$ cat config.mk
export PLATFORM = sky130hd
export DESIGN_NAME = command_line_framer_unit_flat
export DESIGN_NICKNAME = d
export VERILOG_FILES = /design/src/hw/rtl/clf_pkg.sv /design/src/hw/rtl/clf_channels.sv /design/src/hw/rtl/clf_ram.sv /design/src/hw/rtl/clf_cfg.sv /design/src/hw/rtl/clf_seq.sv /design/src/hw/rtl/command_line_framer_unit.sv /design/src/flat_wrapper.sv
export VERILOG_INCLUDE_DIRS = /design/src /design/src/hw/rtl
export SDC_FILE = /design/constraint.sdc
export NUM_CORES = 2
export LEC_CHECK = 0
export BUFFER_PORTS_ARGS = -buffer_cell sky130_fd_sc_hd__buf_2
export CORE_ASPECT_RATIO = 1.25
export CORE_UTILIZATION = 30
export CTS_CLUSTER_DIAMETER = 150
export DETAILED_ROUTE_END_ITERATION = 12
export HOLD_SLACK_MARGIN = 0.15
export PLACE_DENSITY = 0.52
export SLEW_MARGIN = 0
export SYNTH_ARGS = -nofsm -noshare
export SYNTH_HDL_FRONTEND = slang
export SYNTH_HIERARCHICAL = 1
export SYNTH_SLANG_ARGS = --single-unit
$ cat constraint.sdc
create_clock -name clk -period 5.45 [get_ports clk]
set_input_delay 0.2725 -clock clk [delete_from_list [all_inputs] [get_ports clk]]
set_output_delay 0.2725 -clock clk [all_outputs]
set_load 0.02 [all_outputs]
$ cat src/hw/rtl/assert_macros.svh
// ---------------------------------------------------------------------------
// Assertion macros
// Shared concurrent assertion forms for the command line framer.
// ---------------------------------------------------------------------------
`ifndef ASSERT_MACROS_SVH
`define ASSERT_MACROS_SVH

// Checked only outside reset.
`define CLF_ASSERT(lbl, prop, msg) \
  lbl: assert property (@(posedge clk) disable iff (!rst_n) (prop)) else $error(msg);

// Checked on every edge, reset included.
`define CLF_ASSERT_ALWAYS(lbl, prop, msg) \
  lbl: assert property (@(posedge clk) (prop)) else $error(msg);

`endif

$ cat src/hw/rtl/clf_pkg.sv
// ---------------------------------------------------------------------------
// Command line framer package
// Ring sizing, character codes, status and operation codes, helpers.
// ---------------------------------------------------------------------------
package clf_pkg;

  localparam int RING_DEPTH  = 512;
  localparam int PTR_W       = $clog2(RING_DEPTH);
  localparam int CNT_W       = PTR_W + 1;
  localparam int MAX_CMD_LEN = 64;
  localparam int END_W       = $clog2(MAX_CMD_LEN);
  localparam int LEN_W       = 7;
  localparam int CMP_W       = (CNT_W > LEN_W) ? CNT_W : LEN_W;
  localparam int DATA_W      = 32;
  localparam int ADDR_W      = 3;

  localparam logic [LEN_W-1:0] LEN_RESET = LEN_W'(MAX_CMD_LEN);

  localparam logic OP_PUSH    = 1'b0;
  localparam logic OP_REQUEST = 1'b1;

  localparam logic REG_CMD_BUF_LEN = 1'b0;

  localparam logic [7:0] CHAR_CR = 8'h0D;
  localparam logic [7:0] CHAR_LF = 8'h0A;
  localparam logic [7:0] CHAR_0  = 8'h30;
  localparam logic [7:0] CHAR_9  = 8'h39;
  localparam logic [7:0] CHAR_UA = 8'h41;
  localparam logic [7:0] CHAR_UZ = 8'h5A;
  localparam logic [7:0] CHAR_LA = 8'h61;
  localparam logic [7:0] CHAR_LZ = 8'h7A;

  typedef enum logic [1:0] {
    ST_NONE         = 2'd0,
    ST_CHAR         = 2'd1,
    ST_TOO_LONG     = 2'd2,
    ST_FULL_CLEARED = 2'd3
  } status_t;

  function automatic logic is_alnum(input logic [7:0] c);
    return c inside {[CHAR_0:CHAR_9], [CHAR_UA:CHAR_UZ], [CHAR_LA:CHAR_LZ]};
  endfunction

  function automatic logic is_term(input logic [7:0] c);
    return c inside {CHAR_CR, CHAR_LF};
  endfunction

  // Ring index arithmetic; the offset never exceeds the depth.
  function automatic logic [PTR_W-1:0] ring_add(input logic [PTR_W-1:0] base,
                                                input logic [CNT_W-1:0] ofs);
    logic [CNT_W:0] sum;
    sum = {2'b00, base} + {1'b0, ofs};
    if (sum >= (CNT_W+1)'(RING_DEPTH)) begin
      sum = sum - (CNT_W+1)'(RING_DEPTH);
    end
    return sum[PTR_W-1:0];
  endfunction

endpackage

$ cat src/hw/rtl/clf_channels.sv
// ---------------------------------------------------------------------------
// Command line framer channels
// Valid/ready interfaces for the input and result streams.
// ---------------------------------------------------------------------------
interface clf_in_if;
  logic       valid;
  logic       ready;
  logic       operation;
  logic [7:0] rx_byte;

  modport source (output valid, output operation, output rx_byte, input ready);
  modport sink (input valid, input operation, input rx_byte, output ready);
endinterface

interface clf_out_if;
  logic       valid;
  logic       ready;
  logic [1:0] status;
  logic [7:0] cmd_char;
  logic       last;

  modport source (output valid, output status, output cmd_char, output last, input ready);
  modport sink (input valid, input status, input cmd_char, input last, output ready);
endinterface

$ cat src/hw/rtl/clf_ram.sv
// ---------------------------------------------------------------------------
// Generic RAM
// One write port and one read port with registered read data.
// ---------------------------------------------------------------------------
module clf_ram #(
  parameter int WIDTH = 8,
  parameter int DEPTH = 512
) (
  input  logic                     clk,
  input  logic                     we,
  input  logic [$clog2(DEPTH)-1:0] waddr,
  input  logic [WIDTH-1:0]         wdata,
  input  logic                     re,
  input  logic [$clog2(DEPTH)-1:0] raddr,
  output logic [WIDTH-1:0]         rdata
);

  logic [WIDTH-1:0] mem_r [DEPTH];

  always_ff @(posedge clk) begin
    if (we) begin
      mem_r[waddr] <= wdata;
    end
    if (re) begin
      rdata <= mem_r[raddr];
    end
  end

endmodule

$ cat src/hw/rtl/clf_cfg.sv
// ---------------------------------------------------------------------------
// Command line framer configuration
// APB-style register holding the caller's command buffer length.
// ---------------------------------------------------------------------------
module clf_cfg import clf_pkg::*; (
  input  logic              clk,
  input  logic              rst_n,
  input  logic              psel,
  input  logic              penable,
  input  logic              pwrite,
  input  logic [ADDR_W-1:0] paddr,
  input  logic [DATA_W-1:0] pwdata,
  output logic [DATA_W-1:0] prdata,
  output logic              pready,
  output logic [LEN_W-1:0]  cmd_buf_len
);

  logic [LEN_W-1:0] len_r;
  logic             wr_en;

  assign pready      = 1'b1;
  assign wr_en       = psel && penable && pwrite && pready && (paddr[2] == REG_CMD_BUF_LEN);
  assign prdata      = (paddr[2] == REG_CMD_BUF_LEN) ? DATA_W'(len_r) : '0;
  assign cmd_buf_len = len_r;

  always_ff @(posedge clk) begin
    if (!rst_n) begin
      len_r <= LEN_RESET;
    end else if (wr_en) begin
      len_r <= pwdata[LEN_W-1:0];
    end
  end

endmodule

$ cat src/hw/rtl/clf_seq.sv
// ---------------------------------------------------------------------------
// Command line framer sequencer
// Walks the ring through one shared index adder to strip, scan and emit.
// ---------------------------------------------------------------------------
`include "assert_macros.svh"

module clf_seq import clf_pkg::*; (
  input  logic             clk,
  input  logic             rst_n,
  clf_in_if.sink           in_ch,
  clf_out_if.source        out_ch,
  input  logic [LEN_W-1:0] cmd_buf_len,
  output logic             ram_we,
  output logic             ram_re,
  output logic [PTR_W-1:0] ram_addr,
  input  logic [7:0]       ram_rdata
);

  typedef enum logic [3:0] {
    S_IDLE, S_STRIP_RD, S_STRIP_CHK, S_SCAN_RD, S_SCAN_CHK,
    S_EMIT_RD, S_EMIT_LD, S_DROP, S_RES
  } state_t;

  state_t           state_r, state_nxt;
  logic [PTR_W-1:0] rp_r, rp_nxt;
  logic [CNT_W-1:0] fill_r, fill_nxt;
  logic [CNT_W-1:0] idx_r, idx_nxt;
  logic [END_W-1:0] end_r, end_nxt;
  status_t          res_r, res_nxt;
  logic             out_valid_r, out_valid_nxt;
  status_t          out_status_r, out_status_nxt;
  logic [7:0]       out_char_r, out_char_nxt;
  logic             out_last_r, out_last_nxt;

  logic [CNT_W-1:0] ofs;
  logic [PTR_W-1:0] ring_sum;
  logic             out_free;
  logic             full;
  logic [LEN_W-1:0] lim;
  logic             emit_last;

  assign full      = (fill_r == CNT_W'(RING_DEPTH));
  assign out_free  = !out_valid_r || out_ch.ready;
  assign lim       = (cmd_buf_len > LEN_W'(MAX_CMD_LEN)) ? LEN_W'(MAX_CMD_LEN) : cmd_buf_len;
  assign emit_last = (CMP_W'(idx_r) + CMP_W'(1)) == CMP_W'(end_r);

  always_comb begin
    case (state_r)
      S_IDLE:      ofs = fill_r;
      S_STRIP_RD:  ofs = '0;
      S_STRIP_CHK: ofs = CNT_W'(1);
      S_DROP:      ofs = CNT_W'(end_r);
      default:     ofs = idx_r;
    endcase
  end

  assign ring_sum = ring_add(rp_r, ofs);
  assign ram_addr = ring_sum;
  assign ram_we   = (state_r == S_IDLE) && in_ch.valid && (in_ch.operation == OP_PUSH) && !full;
  assign ram_re   = (state_r == S_STRIP_RD) || (state_r == S_SCAN_RD) || (state_r == S_EMIT_RD);

  assign in_ch.ready     = (state_r == S_IDLE);
  assign out_ch.valid    = out_valid_r;
  assign out_ch.status   = out_status_r;
  assign out_ch.cmd_char = out_char_r;
  assign out_ch.last     = out_last_r;

  always_comb begin
    state_nxt      = state_r;
    rp_nxt         = rp_r;
    fill_nxt       = fill_r;
    idx_nxt        = idx_r;
    end_nxt        = end_r;
    res_nxt        = res_r;
    out_valid_nxt  = out_valid_r && !out_ch.ready;
    out_status_nxt = out_status_r;
    out_char_nxt   = out_char_r;
    out_last_nxt   = out_last_r;
    case (state_r)
      S_IDLE: begin
        if (in_ch.valid) begin
          if (in_ch.operation == OP_REQUEST) begin
            state_nxt = S_STRIP_RD;
          end else if (!full) begin
            fill_nxt = fill_r + CNT_W'(1);
          end
        end
      end
      S_STRIP_RD: begin
        if (fill_r == '0) begin
          idx_nxt   = CNT_W'(1);
          state_nxt = S_SCAN_RD;
        end else begin
          state_nxt = S_STRIP_CHK;
        end
      end
      S_STRIP_CHK: begin
        if (is_alnum(ram_rdata)) begin
          idx_nxt   = CNT_W'(1);
          state_nxt = S_SCAN_RD;
        end else begin
          rp_nxt    = ring_sum;
          fill_nxt  = fill_r - CNT_W'(1);
          state_nxt = S_STRIP_RD;
        end
      end
      S_SCAN_RD: begin
        if (idx_r >= fill_r) begin
          if (full) begin
            rp_nxt   = '0;
            fill_nxt = '0;
            res_nxt  = ST_FULL_CLEARED;
          end else begin
            res_nxt = ST_NONE;
          end
          state_nxt = S_RES;
        end else begin
          state_nxt = S_SCAN_CHK;
        end
      end
      S_SCAN_CHK: begin
        if (!is_term(ram_rdata)) begin
          idx_nxt   = idx_r + CNT_W'(1);
          state_nxt = S_SCAN_RD;
        end else if (CMP_W'(idx_r) >= CMP_W'(lim)) begin
          rp_nxt    = ring_sum;
          fill_nxt  = fill_r - idx_r;
          res_nxt   = ST_TOO_LONG;
          state_nxt = S_RES;
        end else begin
          end_nxt   = END_W'(idx_r);
          idx_nxt   = '0;
          state_nxt = S_EMIT_RD;
        end
      end
      S_EMIT_RD: begin
        state_nxt = S_EMIT_LD;
      end
      S_EMIT_LD: begin
        if (out_free) begin
          out_valid_nxt  = 1'b1;
          out_status_nxt = ST_CHAR;
          out_char_nxt   = ram_rdata;
          out_last_nxt   = emit_last;
          idx_nxt        = idx_r + CNT_W'(1);
          state_nxt      = emit_last ? S_DROP : S_EMIT_RD;
        end
      end
      S_DROP: begin
        rp_nxt    = ring_sum;
        fill_nxt  = fill_r - CNT_W'(end_r);
        state_nxt = S_IDLE;
      end
      S_RES: begin
        if (out_free) begin
          out_valid_nxt  = 1'b1;
          out_status_nxt = res_r;
          out_char_nxt   = 8'h00;
          out_last_nxt   = 1'b1;
          state_nxt      = S_IDLE;
        end
      end
      default: begin
        state_nxt = S_IDLE;
      end
    endcase
  end

  always_ff @(posedge clk) begin
    if (!rst_n) begin
      state_r     <= S_IDLE;
      rp_r        <= '0;
      fill_r      <= '0;
      out_valid_r <= 1'b0;
    end else begin
      state_r     <= state_nxt;
      rp_r        <= rp_nxt;
      fill_r      <= fill_nxt;
      out_valid_r <= out_valid_nxt;
    end
    idx_r        <= idx_nxt;
    end_r        <= end_nxt;
    res_r        <= res_nxt;
    out_status_r <= out_status_nxt;
    out_char_r   <= out_char_nxt;
    out_last_r   <= out_last_nxt;
  end

  `CLF_ASSERT(a_fill_bound, fill_r <= CNT_W'(RING_DEPTH), "Fill count exceeds the ring depth")
  `CLF_ASSERT(a_push_count, (state_r == S_IDLE && in_ch.valid && in_ch.operation == OP_PUSH && !full) |=> (fill_r == $past(fill_r) + CNT_W'(1)), "Accepted push did not grow the ring")
  `CLF_ASSERT(a_status_item, (out_valid_r && out_status_r != ST_CHAR) |-> (out_char_r == 8'h00 && out_last_r), "Status result carries a character or is not last")
  `CLF_ASSERT(a_end_fits, (state_r == S_EMIT_LD) |-> (CMP_W'(idx_r) < CMP_W'(end_r)), "Emission ran past the line end")
  `CLF_ASSERT_ALWAYS(a_reset_clear, !rst_n |=> (!out_valid_r && state_r == S_IDLE), "Reset left a result pending")

endmodule

$ cat src/hw/rtl/command_line_framer_unit.sv
// Pushes are taken while the sequencer is idle and may then follow each other in every cycle.
// A request walks s stripped bytes, n scanned bytes and e emitted characters, each
// costing one registered read of the ring RAM, whose read and write ports share one address.
// Emission also waits for the result register to drain; one result is held there.
// Reset is synchronous and active low: the ring becomes empty and the length register
// returns to 64. No clearing pass is needed, as only data from written ring entries is used.
// ---------------------------------------------------------------------------
// Command line framer unit
// Ring-buffered receiver that frames CR/LF terminated command lines on request.
// ---------------------------------------------------------------------------
module command_line_framer_unit import clf_pkg::*; (
  input  logic              clk,
  input  logic              rst_n,
  clf_in_if.sink            in_ch,
  clf_out_if.source         out_ch,
  input  logic              psel,
  input  logic              penable,
  input  logic              pwrite,
  input  logic [ADDR_W-1:0] paddr,
  input  logic [DATA_W-1:0] pwdata,
  output logic [DATA_W-1:0] prdata,
  output logic              pready
);

  logic [LEN_W-1:0] cmd_buf_len;
  logic             ram_we;
  logic             ram_re;
  logic [PTR_W-1:0] ram_addr;
  logic [7:0]       ram_rdata;

  clf_cfg u_cfg (
    .clk         (clk),
    .rst_n       (rst_n),
    .psel        (psel),
    .penable     (penable),
    .pwrite      (pwrite),
    .paddr       (paddr),
    .pwdata      (pwdata),
    .prdata      (prdata),
    .pready      (pready),
    .cmd_buf_len (cmd_buf_len)
  );

  clf_seq u_seq (
    .clk         (clk),
    .rst_n       (rst_n),
    .in_ch       (in_ch),
    .out_ch      (out_ch),
    .cmd_buf_len (cmd_buf_len),
    .ram_we      (ram_we),
    .ram_re      (ram_re),
    .ram_addr    (ram_addr),
    .ram_rdata   (ram_rdata)
  );

  clf_ram #(
    .WIDTH (8),
    .DEPTH (RING_DEPTH)
  ) u_ring (
    .clk   (clk),
    .we    (ram_we),
    .waddr (ram_addr),
    .wdata (in_ch.rx_byte),
    .re    (ram_re),
    .raddr (ram_addr),
    .rdata (ram_rdata)
  );

endmodule
$ cat src/flat_wrapper.sv
// flat-port wrapper written by rule: the top's interface ports become plain ports
module command_line_framer_unit_flat import clf_pkg::*;
  (clk, rst_n, psel, penable, pwrite, paddr, pwdata, prdata, pready, in_ch_valid, in_ch_operation, in_ch_rx_byte, in_ch_ready, out_ch_valid, out_ch_status, out_ch_cmd_char, out_ch_last, out_ch_ready);
  clf_in_if in_ch_i ();
  clf_out_if out_ch_i ();
  input  logic clk;
  input  logic rst_n;
  input  logic psel;
  input  logic penable;
  input  logic pwrite;
  input  logic [ADDR_W-1:0] paddr;
  input  logic [DATA_W-1:0] pwdata;
  output logic [DATA_W-1:0] prdata;
  output logic pready;
  input wire logic [$bits(in_ch_i.valid)-1:0] in_ch_valid;
  input wire logic [$bits(in_ch_i.operation)-1:0] in_ch_operation;
  input wire logic [$bits(in_ch_i.rx_byte)-1:0] in_ch_rx_byte;
  output wire logic [$bits(in_ch_i.ready)-1:0] in_ch_ready;
  output wire logic [$bits(out_ch_i.valid)-1:0] out_ch_valid;
  output wire logic [$bits(out_ch_i.status)-1:0] out_ch_status;
  output wire logic [$bits(out_ch_i.cmd_char)-1:0] out_ch_cmd_char;
  output wire logic [$bits(out_ch_i.last)-1:0] out_ch_last;
  input wire logic [$bits(out_ch_i.ready)-1:0] out_ch_ready;
  assign in_ch_i.valid = in_ch_valid;
  assign in_ch_i.operation = in_ch_operation;
  assign in_ch_i.rx_byte = in_ch_rx_byte;
  assign in_ch_ready = in_ch_i.ready;
  assign out_ch_valid = out_ch_i.valid;
  assign out_ch_status = out_ch_i.status;
  assign out_ch_cmd_char = out_ch_i.cmd_char;
  assign out_ch_last = out_ch_i.last;
  assign out_ch_i.ready = out_ch_ready;
  command_line_framer_unit u_core (.clk(clk), .rst_n(rst_n), .in_ch(in_ch_i), .out_ch(out_ch_i), .psel(psel), .penable(penable), .pwrite(pwrite), .paddr(paddr), .pwdata(pwdata), .prdata(prdata), .pready(pready));
endmodule
# Yosys cells after proc, flatten, opt, wreduce, memory -nomap -nowiden
# Memory sizes are Yosys's and may differ from the RTL's. A register that Yosys moved wholly into a read port is not among the register bits.
# Index checks and enable logic that the tools add are counted.
# W data, S select, Z words.
totals:
  ff_bits: 60
  latch_bits: 0
  ram_bits: 4096
  romBits: 0
  in_bits: 51
  out_inout_bits: 46
  wordCells: 145
  mem_count: 1
memory_table:
  columns: ["name", "depth", "width", "rd", "rd_ports_with_merged_regs", "wr", "line_no", "rtl"]
  rows:
  - ["u_core.u_ring.mem_r", 512, 8, 1, 1, 1, "clf_ram.sv:18", "logic [WIDTH-1:0] mem_r [DEPTH];"]
op_classes:
  add_sub_neg: 7
  n_mul: 0
  div: 0
  magnitude_cmp: 10
  eq_ne: 26
  shift: 0
  mux: 54
  n_bitwise: 3
  n_reduce_logical: 33
op_table:
  columns: ["operator", "count"]
  rows:
  - ["$mux W10", 13]
  - ["$pmux W10 S4", 2]
  - ["$mux W9", 6]
  - ["$pmux W10 S5", 1]
  - ["$pmux W9 S4", 1]
  - ["$pmux W4 S8", 1]
  - ["$mux W4", 7]
  - ["$ne A2 B2 Y1 const B", 11]
  - ["$add A10 B1 Y10 const B", 2]
  - ["$eq A4 B3 Y1 const B", 4]
  - ["$eq A8 B4 Y1 const B", 2]
  - ["$ge A8 B7 Y1 const B", 2]
  - ["$le A8 B7 Y1 const B", 2]
  - ["$mux W2", 8]
  - ["$mux W8", 2]
  - ["$pmux W8 S2", 1]
  - ["$mux W7", 2]
  - ["$add A9 B10 Y11", 1]
  - ["$ge A11 B10 Y1 const B", 1]
  - ["$eq A10 B10 Y1 const B", 1]
  - ["$eq A10 B6 Y1", 1]
  - ["$ge A10 B10 Y1", 1]
  - ["$ge A10 B7 Y1", 1]
  - ["$logic_and A1 B1 Y1", 10]
  - ["other kinds (30)", 50]

# Depth between registers and ports, before layout
depth:
  ltp_word: 8
  mapped_depth: 21
  depth_no_buf: 18

# Cells and area by module
# Netlist, hierarchy kept.
modules_own_cells:
  columns: ["mod", "n_inst", "cells_each", "area_per_inst_um2", "seq_area_each_um2"]
  rows:
  - ["clf_ram", 1, 8030, 160007.2, 123238.2]
  - ["clf_seq", 1, 471, 4227.8, 1351.3]
  - ["clf_cfg", 1, 66, 556.8, 140.1]

# Worst setup path after synthesis
# Ideal clock, no wire load.
synth_path:
  path_type: "flip-flop to flip-flop"
  start: "reg u_core.u_seq.state_r[2]"
  end: "reg u_core.u_ring.rdata[4], read port of u_core.u_ring.mem_r, data pin"
  setup_ps: 257
  arrival_ps: 4578
  slack_ps: 615
  stages_incl_launch_ff: 21
  synth_period_minus_slack_ps: 4835
  path_cell_list: "dfxtp_1 buf_1 nor4_1 clkbuf_1 a22oi_1 nand3_1 ha_1 fa_1 a21o_1 a21oi_1 o21ai_0 o41ai_1 xnor2_1 nor3b_1 nand2_1 clkbuf_1 nor3_1 nor4_1 o311ai_0 nor4_1 o2111a_1"
synth_between:
  elab_chain_cells: 5
synth_lines:
  columns: ["item", "line_no", "rtl"]
  rows:
  - ["start: declaration", "clf_seq.sv:24", "state_t state_r, state_nxt;"]
  - ["start signal: assignment", "clf_seq.sv:176", "state_r <= state_nxt;"]
  - ["$logic_not A4 Y1 *", null, null]
  - ["named net in_ch_ready", "flat_wrapper.sv:18", "output wire logic [$bits(in_ch_i.ready)-1:0] in_ch_ready;"]
  - ["$pmux W10 S4 *", "clf_seq.sv:48", "case (state_r)"]
  - ["$add A9 B10 Y11 *", "clf_pkg.sv:52", "sum = {2'b00, base} + {1'b0, ofs};"]
  - ["$sub A9 B1 Y9 or $ge A11 B10 Y1 (tied branches)", "clf_pkg.sv:54, clf_pkg.sv:53", null]
  - ["$mux W9 *", "clf_pkg.sv:53", "if (sum >= (CNT_W+1)'(RING_DEPTH)) begin"]
  - ["named net u_core.ram_addr[8]", "command_line_framer_unit.sv:28", "logic [PTR_W-1:0] ram_addr;"]
  - ["end: declaration", "clf_ram.sv:15", "output logic [WIDTH-1:0] rdata"]
# The timed path passes the listed nets; every way through them passes the cells marked *.
# A chain may end at the register's enable or synchronous reset.

# Worst setup path after layout
layout_path:
  start: "reg u_core.u_seq.state_r[3]"
  end: "reg u_core.u_ring.rdata[3], read port of u_core.u_ring.mem_r, data pin"
layout_between:
  elab_chain_cells: 5
layout_lines:
  columns: ["item", "line_no"]
  rows:
  - ["$eq A4 B3 Y1, or another cell as far along", "clf_seq.sv:48"]
  - ["$pmux W10 S4 *", "clf_seq.sv:48"]
  - ["$add A9 B10 Y11 *", "clf_pkg.sv:52"]
  - ["$sub A9 B1 Y9 or $ge A11 B10 Y1 (tied branches)", "clf_pkg.sv:54, clf_pkg.sv:53"]
  - ["$mux W9 *", "clf_pkg.sv:53"]
  - ["named net u_core.ram_addr[8]", "command_line_framer_unit.sv:28"]
# Marked as above.

==> flow_metrics.tcl <==
set metrics [dict create \
    drc 0 \
    endpoint "u_core/u_ring/rdata[3]" \
    cp.required_ns 6.31 \
    fmax_ghz 0.185 \
    track_usage_pct 16.4 \
    synth_most_common_cell "edfxtp_1" \
    avgSynthCellArea_um2 19.2 \
    hpwlAfterDp_um 302000 \
    hold_ws_ns 0.254 \
    p_comb_share_pct 24.8 \
    grt_use_met1_pct 20.7 \
    ys_seq_area_share_pct 75.7 \
    synth_edf_count 4133 \
    antenna_found_initial 12 \
    chipHeight_um 831 \
    vias 87400 \
    reg2regPathDepth 22 \
    core-area_mm2 0.548 \
    worst_pin_slew_ns 1.11 \
    ys_async_sr_fraction_pct 0 \
    die_width_um 665 \
    power.total_mw 83.5 \
    grt_use_met3_pct 2.03 \
    fin_area_mm2 0.195 \
    nets 9744 \
    numPortBuffers 43 \
    drt-total-wl_um 466000 \
    ys_types 86 \
    syn-cell-area_mm2 0.165 \
    worstPathCellList "nand2b_1, nor2_1, a22oi_1, nand3_1, ha_4, fa_4, a21o_1, a21oi_2, o21ai_1, o41ai_1, buf_4, xnor2_2, nor3b_1, buf_4, nand3_1, buf_4, a21oi_1, nor4_2, nand4_1, nor4_2, buf_4, o2111a_1" \
    synth-seq-cells 4164 \
    htreeDepth 5 \
    post_dp_cell_area_mm2 0.181 \
    yosys_warnings 6 \
    crit_top_cell "buf_4" \
    end_kind "flip-flop" \
    reg2reg_slack_ns 0.05 \
    io-pin-count 97 \
    clkPwrFrac_pct 32.6 \
    maxCapViolations 0 \
    grt_use_met2_pct 28.5 \
    critical_path.max_stage_delay_ns 0.54 \
    critical_path_class "flip-flop to flip-flop" \
    cp.depth 22 \
    r2r_end "u_core/u_ring/rdata[3]" \
    power.switching_mw 24.6 \
    crit_buf_inv 4 \
    crit_family "simple AND/OR/NAND/NOR gates" \
    slew_violations 0 \
    clkTransAtPathRegs_ns 0.06 \
    synthTopCellsByArea "edfxtp_1 (75%), mux4_2 (8.9%), mux2i_1 (4.9%)" \
    slew_headroom_pct 26.0 \
    drt_iter0_drc 8027 \
    status "finished clean" \
    synth_top_area_share_pct 75.3 \
    grt_pass1_wl_um 664000 \
    die_area_mm2 0.552 \
    cts_buffers 392 \
    cp-startpoint "u_core/u_seq/state_r[3]" \
    final_antenna_net_count 0 \
    grt_pass1_vias 89800 \
    yosys_most_used_dff "edfxtp_1" \
    postSynthCellCount 8567 \
    grt_max_degree 157 \
    rows 304 \
    dr.pass1.iters 6 \
    hp-start "out_ch_ready" \
    worstPathArrival_ns 6.26 \
    tritoncts "yes" \
    switching_share_pct 29.5 \
    seqPwrFrac_pct 42.6 \
    wl_per_cell_um 27.1 \
    p_int_mw 58.9 \
    worstSetupStartpointType "flip-flop" \
    yosysTopAreaCell "edfxtp_1" \
    powerDensity_mw_per_mm2 429 \
    start_util_pct 30.1 \
    overflow 0 \
    hold_class "input port to flip-flop" \
    clockBufferDepth 4 \
    fin_crit_sh_pct 99.1 \
    synth_common_cells "edfxtp_1 (4133), mux2i_1 (804), mux4_2 (654)" \
    final_layout_size_suffix_gt1_share_pct 25.0 \
    final.setup_skew_ns 0.0447 \
    viasPerCell 5.09 \
    vdd_ir_drop_max_mv 0.313 \
    worstReg2RegStart "u_core/u_seq/state_r[3]" \
    crit_fanout 9 \
    syn2layout_area_growth_pct 18.2 \
    cp_slowest_cell "nor4_2" \
    layout_min_cycle_time_ns 5.40 \
    clock_latency_ns 1.00 \
    setup-violations-final 0 \
    root_buffer "clkbuf_16" \
    cellLeakagePower_nw 60.8 \
    gr-max-usage-layer "met2" \
    hold_viol 0 \
    numClockSinks 4164 \
    gp_congestion 0.892 \
]
==> power groups by stage <==
| stage | Combinational, mW | Clock (mW) | Sequential [mW] |
|---|---|---|---|
| after floorplan | 12.4 | 0 | 36.1 |
| after global placement | 20.7 | 0 | 36.2 |
| after detailed placement | 20.8 | 0 | 36.2 |
| after CTS | 20.9 | 27.9 | 35.5 |
| after global routing | 21.7 | 29.0 | 35.5 |
| final | 20.7 | 27.2 | 35.6 |
==> logic make-up after synthesis <==
logic type               synth area share [%]
AND/OR/NAND/NOR                          3.12
flip-flops                               75.7
buffers and inverters                    2.03
AO/OA/AOI/OAI                            4.80
other                                 0.00456
multiplexers                             13.8
adder cells (fa/ha/maj)                 0.302
XOR/XNOR                                0.232
==> flip-flops by register name, indices dropped and copies added, names as in the netlist, 2 cells and up <==
| name | count |
|---|---|
| u_core/u_seq/out_ch.status | 2 |
| u_core/u_seq/idx_r | 10 |
| u_core/u_seq/fill_r | 10 |
| u_core/u_seq/state_r | 4 |
| u_core/u_seq/rp_r | 9 |
| u_core/u_ring/rdata | 8 |
| u_core/u_seq/end_r | 6 |
| u_core/u_seq/out_ch.cmd_char | 8 |
| u_core/u_cfg/cmd_buf_len | 7 |
| u_core/u_ring/mem_r | 4096 |
| u_core/u_seq/res_r | 2 |
==> worst register-to-register path, delay by kind of cell (launching register included) <==
family,cells,cell delay [ns]
and+or+nand+nor,8,1.97
AOI/OAI and AO/OA,7,1.36
buffers and inverters,4,0.74
adders and majority gates,2,0.66
DFF,1,0.41
xor gates and xnor gates,1,0.12
==> placed cells by master, fill, tap and decap left out, types with 134 or more instances in the layout <==
master	instances
edfxtp_1	4133
mux2i_1	804
o22ai_1	166
o221ai_1	371
mux4_2	654
clkbuf_16	401
nand2_1	134
buf_4	1012
a21oi_1	235
nor2_1	632
==> final cells by class <==
cell class,instances,area (um2)
Clock buffer,471,10300
Timing Repair Buffer,1229,10900
Fill cell,50900,353000
Antenna cell,2,5.00
Sequential cell,4164,125000
Tap cell,7191,9000
Multi-Input combinational cell,3838,37200
Inverter,30,120
Clock inverter,240,2360
==> metal layers <==
| layer | routed length, um | part of all wire [%] |
|---|---|---|
| met5 | 14 | 0.0030 |
| met2 | 234000 | 50 |
| met3 | 24700 | 5.3 |
| met1 | 185000 | 40 |
| met4 | 21900 | 4.7 |
==> how the worst min path moves through the flow <==
| stage | depth (start not counted) | end | slack [ns] |
|---|---|---|---|
| 5_1_grt | 4 | u_core/u_seq/out_ch.valid | 0.23 |
| 3_5_place_dp | 2 | u_core/u_cfg/cmd_buf_len[1] | 0.47 |
| 6_report | 4 | u_core/u_seq/out_ch.valid | 0.25 |
| 2_1_floorplan | 0 | u_core/u_ring/mem_r[0][0] | 0.37 |
| 4_1_cts | 4 | u_core/u_seq/out_ch.valid | 0.15 |
| 3_3_place_gp | 2 | u_core/u_cfg/cmd_buf_len[1] | 0.47 |
==> stage by stage <==
step / utilization (%) / worst slack (ns) / setup TNS (ns) / std cells
floorplan: - / 0.615 / 0 / 8591
global route: 35.5 / -0.0000151 / -0.0000151 / 17200
CTS: 35.5 / 0.00265 / 0 / 17200
detailed placement: 33.1 / -0.262 / -1.20 / 16400
finish: 35.5 / 0.0499 / 0 / 17200
global placement: 33.1 / -0.456 / -3.09 / 16400
==> what timing repair did <==
action                                  in CTS  in global routing
endpoints found under the setup margin       8                 13
resized for setup                           23                 24
pin swaps                                    3                 13
hold endpoints to repair                   985                  0
setup buffers                                0                  1
hold buffers                                42                  0
(Power assumes the default switching activity.)
